$ cat src/sv/med_pkg.sv
`timescale 1ns / 1ps
// ----------------------------------------------------------------------------
// med_pkg
// shared types and constants for the multilevel error diffusion block
// ----------------------------------------------------------------------------
package med_pkg;

    // configuration port
    localparam int CFG_IDX_W  = 3;
    localparam int CFG_DATA_W = 16;

    localparam logic [CFG_IDX_W-1:0] REG_WIDTH_PIXELS       = 3'd0;
    localparam logic [CFG_IDX_W-1:0] REG_HEIGHT_ROWS        = 3'd1;
    localparam logic [CFG_IDX_W-1:0] REG_BYTES_PER_PIXEL    = 3'd2;
    localparam logic [CFG_IDX_W-1:0] REG_LEVELS             = 3'd3;
    localparam logic [CFG_IDX_W-1:0] REG_WEIGHT_RIGHT       = 3'd4;
    localparam logic [CFG_IDX_W-1:0] REG_WEIGHT_BELOW_RIGHT = 3'd5;
    localparam logic [CFG_IDX_W-1:0] REG_WEIGHT_BELOW       = 3'd6;

    // register reset values
    localparam logic [12:0] RST_WIDTH_PIXELS       = 13'd640;
    localparam logic [15:0] RST_HEIGHT_ROWS        = 16'd480;
    localparam logic [2:0]  RST_BYTES_PER_PIXEL    = 3'd1;
    localparam logic [7:0]  RST_LEVELS             = 8'd1;
    localparam logic [7:0]  RST_WEIGHT_RIGHT       = 8'd7;
    localparam logic [7:0]  RST_WEIGHT_BELOW_RIGHT = 8'd1;
    localparam logic [7:0]  RST_WEIGHT_BELOW       = 8'd5;

    localparam logic [7:0] BYTE_MAX = 8'hFF;
    localparam logic [2:0] MAX_CHANNELS = 3'd4;

    // shared divider
    localparam int DVD_W  = 16;
    localparam int DVS_W  = 10;
    localparam int ITER_W = 5;

    localparam logic [ITER_W-1:0] STEP_ITERS  = 5'd8;
    localparam logic [ITER_W-1:0] MOD_ITERS   = 5'd9;
    localparam logic [ITER_W-1:0] SHARE_ITERS = 5'd16;

    typedef struct packed {
        logic              start;
        logic [ITER_W-1:0] iters;
        logic [DVD_W-1:0]  dividend;
        logic [DVS_W-1:0]  divisor;
    } div_req_t;

    typedef struct packed {
        logic             done;
        logic [DVD_W-1:0] quotient;
        logic [DVS_W-1:0] remainder;
    } div_rsp_t;

    typedef enum logic [6:0] {
        S_IDLE = 7'b0000001,
        S_STEP = 7'b0000010,
        S_MOD  = 7'b0000100,
        S_SR   = 7'b0001000,
        S_SBR  = 7'b0010000,
        S_SB   = 7'b0100000,
        S_DONE = 7'b1000000
    } state_t;

endpackage

$ cat src/sv/med_div.sv
`timescale 1ns / 1ps
// ----------------------------------------------------------------------------
// med_div
// restoring divider, one quotient bit per cycle, variable iteration count
// ----------------------------------------------------------------------------
module med_div (
    input  logic              clk,
    input  logic              rst_n,
    input  med_pkg::div_req_t req,
    output med_pkg::div_rsp_t rsp
);
    import med_pkg::*;

    logic              busy_reg;
    logic              done_reg;
    logic [ITER_W-1:0] cnt_reg;
    logic [DVD_W-1:0]  dvd_reg;
    logic [DVS_W-1:0]  rem_reg;
    logic [DVS_W-1:0]  dvs_reg;

    logic [DVS_W:0]    partial;
    logic [DVS_W+1:0]  diff;
    logic              fits;
    logic [DVS_W-1:0]  rem_next;

    // dividend is loaded left aligned, quotient bits enter at the bottom
    assign partial  = {rem_reg, dvd_reg[DVD_W-1]};
    assign diff     = {1'b0, partial} - {2'b00, dvs_reg};
    assign fits     = ~diff[DVS_W+1];
    assign rem_next = fits ? diff[DVS_W-1:0] : partial[DVS_W-1:0];

    always_ff @(posedge clk or negedge rst_n)
    begin
        if (!rst_n)
        begin
            busy_reg <= 1'b0;
            done_reg <= 1'b0;
            cnt_reg  <= '0;
        end
        else
        begin
            done_reg <= 1'b0;
            if (req.start)
            begin
                busy_reg <= 1'b1;
                cnt_reg  <= req.iters;
            end
            else if (busy_reg)
            begin
                cnt_reg <= cnt_reg - ITER_W'(1);
                if (cnt_reg == ITER_W'(1))
                begin
                    busy_reg <= 1'b0;
                    done_reg <= 1'b1;
                end
            end
        end
    end

    always_ff @(posedge clk)
    begin
        if (req.start)
        begin
            dvd_reg <= req.dividend;
            rem_reg <= '0;
            dvs_reg <= req.divisor;
        end
        else if (busy_reg)
        begin
            dvd_reg <= {dvd_reg[DVD_W-2:0], fits};
            rem_reg <= rem_next;
        end
    end

    assign rsp.done      = done_reg;
    assign rsp.quotient  = dvd_reg;
    assign rsp.remainder = rem_reg;

endmodule
$ cat config.mk
export PLATFORM = sky130hd
export DESIGN_NAME = med_div
export DESIGN_NICKNAME = d
export VERILOG_FILES = /design/src/sv/med_pkg.sv /design/src/sv/med_div.sv
export SDC_FILE = /design/constraint.sdc
export NUM_CORES = 1
export LEC_CHECK = 0
export BUFFER_PORTS_ARGS = -buffer_cell sky130_fd_sc_hd__buf_2
export CORE_MARGIN = 2
export CORE_UTILIZATION = 46
export DETAILED_ROUTE_END_ITERATION = 8
export HOLD_SLACK_MARGIN = 0.08
export PLACE_DENSITY = 0.72
export SLEW_MARGIN = 25
export SYNTH_ARGS = -nofsm -noshare
export SYNTH_HDL_FRONTEND = slang
export SYNTH_SLANG_ARGS = --single-unit
$ cat constraint.sdc
create_clock -name clk -period 2.5 [get_ports clk]
set_clock_uncertainty 0.2 [all_clocks]
set_input_delay 0.5 -clock clk [delete_from_list [all_inputs] [get_ports clk]]
set_output_delay 0.5 -clock clk [all_outputs]
set_load 0.1 [all_outputs]
==> flow_metrics.tcl <==
set metrics [dict create \
    fin_crit_ns 2.289 \
    die_h_um 73.29 \
    setup_viol 0 \
    syn_area_per_cell_um2 12.20 \
    syn_area_um2 2208 \
    port_buffers 60 \
    netlist_instances 181 \
    cts_buffer_depth 2 \
    tightestPinTransition_ns 0.6016 \
    fin_crit_sh_pct 91.57 \
    r2r-end "rem_reg[2]$_SDFFE_PP0P_" \
    dr.pass1.iters 4 \
    hold_viol_final 0 \
    yosys_register_bits 43 \
    start_kind "flip-flop" \
    antennaDiodeCount 0 \
    grt_pass1_wl_mm 6.637 \
    first_global_vias 1480 \
    dieArea_um2 5371 \
    yosysSeqAreaShare_pct 52.35 \
    clock-root-buffer "clkbuf_8" \
    drt_iter0_markers 52 \
    rr_startpoint "rem_reg[5]$_SDFFE_PP0P_" \
    maxCapViolCount 0 \
    drt-wirelength-per-cell_um 13.63 \
    reg2reg_slack_ns 0.21 \
    antenna_found_initial 0 \
    fill_cells 392 \
    power_leakage_nw 1.207 \
    power_per_cell_area_nw_per_um2 1186 \
    whs_endpoint "dvs_reg[5]$_DFFE_PP_" \
    grt_max_degree 33 \
    syn_nets 228 \
    wl_mm 4.075 \
    place_ws_ns 0.2311 \
    rsz0062_at_grt "false" \
    synth_ff_type "edfxtp_1" \
    status "complete, no violations" \
    initial_core_util_pct 47.38 \
    post-route-util_pct 57.83 \
    syn_to_final_growth_pct 22.04 \
    routed_via_density 5.204 \
    synth_edf_count 26 \
    peakVddDrop_uv 652.8 \
    rows 25 \
    gr-usage-all-layers_pct 16.20 \
    dp_hpwl_mm 3.021 \
    fp.coreArea_um2 4661 \
    grt-ovfl-total 0 \
    vias 1556 \
    cp.arrival_ns 2.27 \
    numClockSinks 43 \
    synth.distinct_cells 49 \
    hold_depth 1 \
    crit_fanout 8 \
    hold_class "in -> reg" \
    min_from "req[5]" \
    pin_count 61 \
    die_w_um 73.29 \
    max_slew_margin_pct 59.85 \
    gp_congestion 0.8769 \
    timing.fmax_mhz 436.8 \
    r2r_cells 7 \
    drive_gt1_share_pct 41.22 \
    maxSlewViolCount 0 \
    cts_tree "yes" \
    route.detailed.drc 0 \
    path_clk_slew_ns 0.07 \
    cts_made_buffers 5 \
    end_kind "flip-flop" \
    largest_register_ffs 16 \
    post_cts_buffers 0 \
    crit_type "reg -> reg" \
    drtAntennaViolNets 0 \
    synthArstFlopShare_pct 16.28 \
    nets 291 \
    crit_required_ns 2.48 \
    yosys_warnings 0 \
    htree_levels 2 \
    cts-hold-fix-buffers 1 \
    clock_latency_ns 0.28 \
    cts.repair.resized 0 \
    worst_slack_ns 0.2109 \
]
-- cell usage after synthesis, types with 2 or more instances --
cell	instances	area, um^2
edfxtp_1	26	780.8
mux2_2	17	191.4
inv_1	16	60.06
ha_1	12	150.1
nor2_1	11	41.29
dfxtp_1	10	200.2
dfrtp_1	7	175.2
nand2_1	7	26.28
xnor2_1	6	52.55
a211oi_1	5	37.54
clkbuf_1	5	18.77
mux2i_1	5	50.05
o21ai_0	5	25.02
xor2_1	5	43.79
nor3_1	3	15.01
a21o_1	2	15.01
a21oi_1	2	10.01
a31oi_1	2	12.51
a32oi_1	2	17.52
and2_1	2	12.51
nor2b_1	2	12.51
o31ai_1	2	15.01
-- worst max path at each step --
stage                             from                      end  slack, ns  cells after the start
2_1_floorplan    dvd_reg[15]$_DFFE_PP_  rem_reg[2]$_SDFFE_PP0P_      -0.07                      7
3_3_place_gp   rem_reg[5]$_SDFFE_PP0P_     dvd_reg[0]$_DFFE_PP_       0.24                      6
3_5_place_dp   rem_reg[3]$_SDFFE_PP0P_  rem_reg[9]$_SDFFE_PP0P_       0.23                      7
4_1_cts        rem_reg[5]$_SDFFE_PP0P_  rem_reg[2]$_SDFFE_PP0P_       0.22                      7
5_1_grt          dvd_reg[15]$_DFFE_PP_  rem_reg[8]$_SDFFE_PP0P_       0.05                      9
6_report       rem_reg[5]$_SDFFE_PP0P_  rem_reg[2]$_SDFFE_PP0P_       0.21                      7
-- layout make-up --
| cell class | count | area (um^2) | area share [%] |
|---|---|---|---|
| Tap cell | 54 | 67.56 | 2.507 |
| Timing Repair Buffer | 63 | 337.8 | 12.53 |
| Sequential cell | 43 | 1171 | 43.45 |
| Inverter | 16 | 60.06 | 2.228 |
| Multi-Input combinational cell | 115 | 978.4 | 36.30 |
| Clock inverter | 2 | 7.507 | 0.2786 |
| Clock buffer | 6 | 72.57 | 2.693 |
-- stage by stage --
step                area (um^2)  instances  setup TNS, ns  power (mW)  hold slack, ns
global placement           2605        290              0       2.795          0.1386
floorplan                  2240        181        -0.4766       2.523        0.004409
CTS                        2695        299              0       3.222          0.1763
detailed placement         2605        290              0       2.807          0.1400
global route               2695        299              0       3.384          0.1691
finish                     2695        299              0       3.197          0.1862
-- layout by cell type (no fill, tap or decap), types with 3 or more instances in the layout --
cell      instances
o21ai_0           5
mux2i_1           5
dfrtp_1           7
nand2_1           7
clkbuf_8          5
buf_2            60
xor2_1            5
dfxtp_2           6
ha_1             11
mux2_2           17
a211oi_1          5
xnor2_1           6
inv_1            16
nor3_1            3
nor2_1           11
edfxtp_1         26
-- cells by family (layout without fill, tap and decap cells) --
family | after synthesis | in the layout | share of synthesized area (%)
flops | 43 | 43 | 52.35
simple gates | 36 | 36 | 8.386
compound gates | 33 | 33 | 12.18
buf+inv | 23 | 87 | 4.079
mux | 22 | 22 | 10.93
fa+ha+maj | 13 | 13 | 7.705
xor+xnor | 11 | 11 | 4.362
-- power breakdown --
part	switching (mW)	internal, mW
Sequential	0.119	0.925
Combinational	1.26	0.489
Clock	0.213	0.190
Total	1.59	1.60
-- layer usage --
layer / vias to the layer above / track usage [%] / part of all wire (%)
met5: - / 0 / 0
met4: 0 / 4.527 / 0.52
met3: 4 / 4.527 / 4.2
met2: 39 / 26.83 / 49
met1: 724 / 20.80 / 46
li1: 789 / - / -
-- worst max-delay path, stage by stage (launching register included) --
cell	delay, ns
dfxtp_4	0.36
ha_1	0.38
a21o_1	0.21
a221o_1	0.32
nand2_2	0.12
o211a_4	0.22
nor3_1	0.07
a311o_1	0.31
No activity file was read; power rests on OpenSTA's default activity.
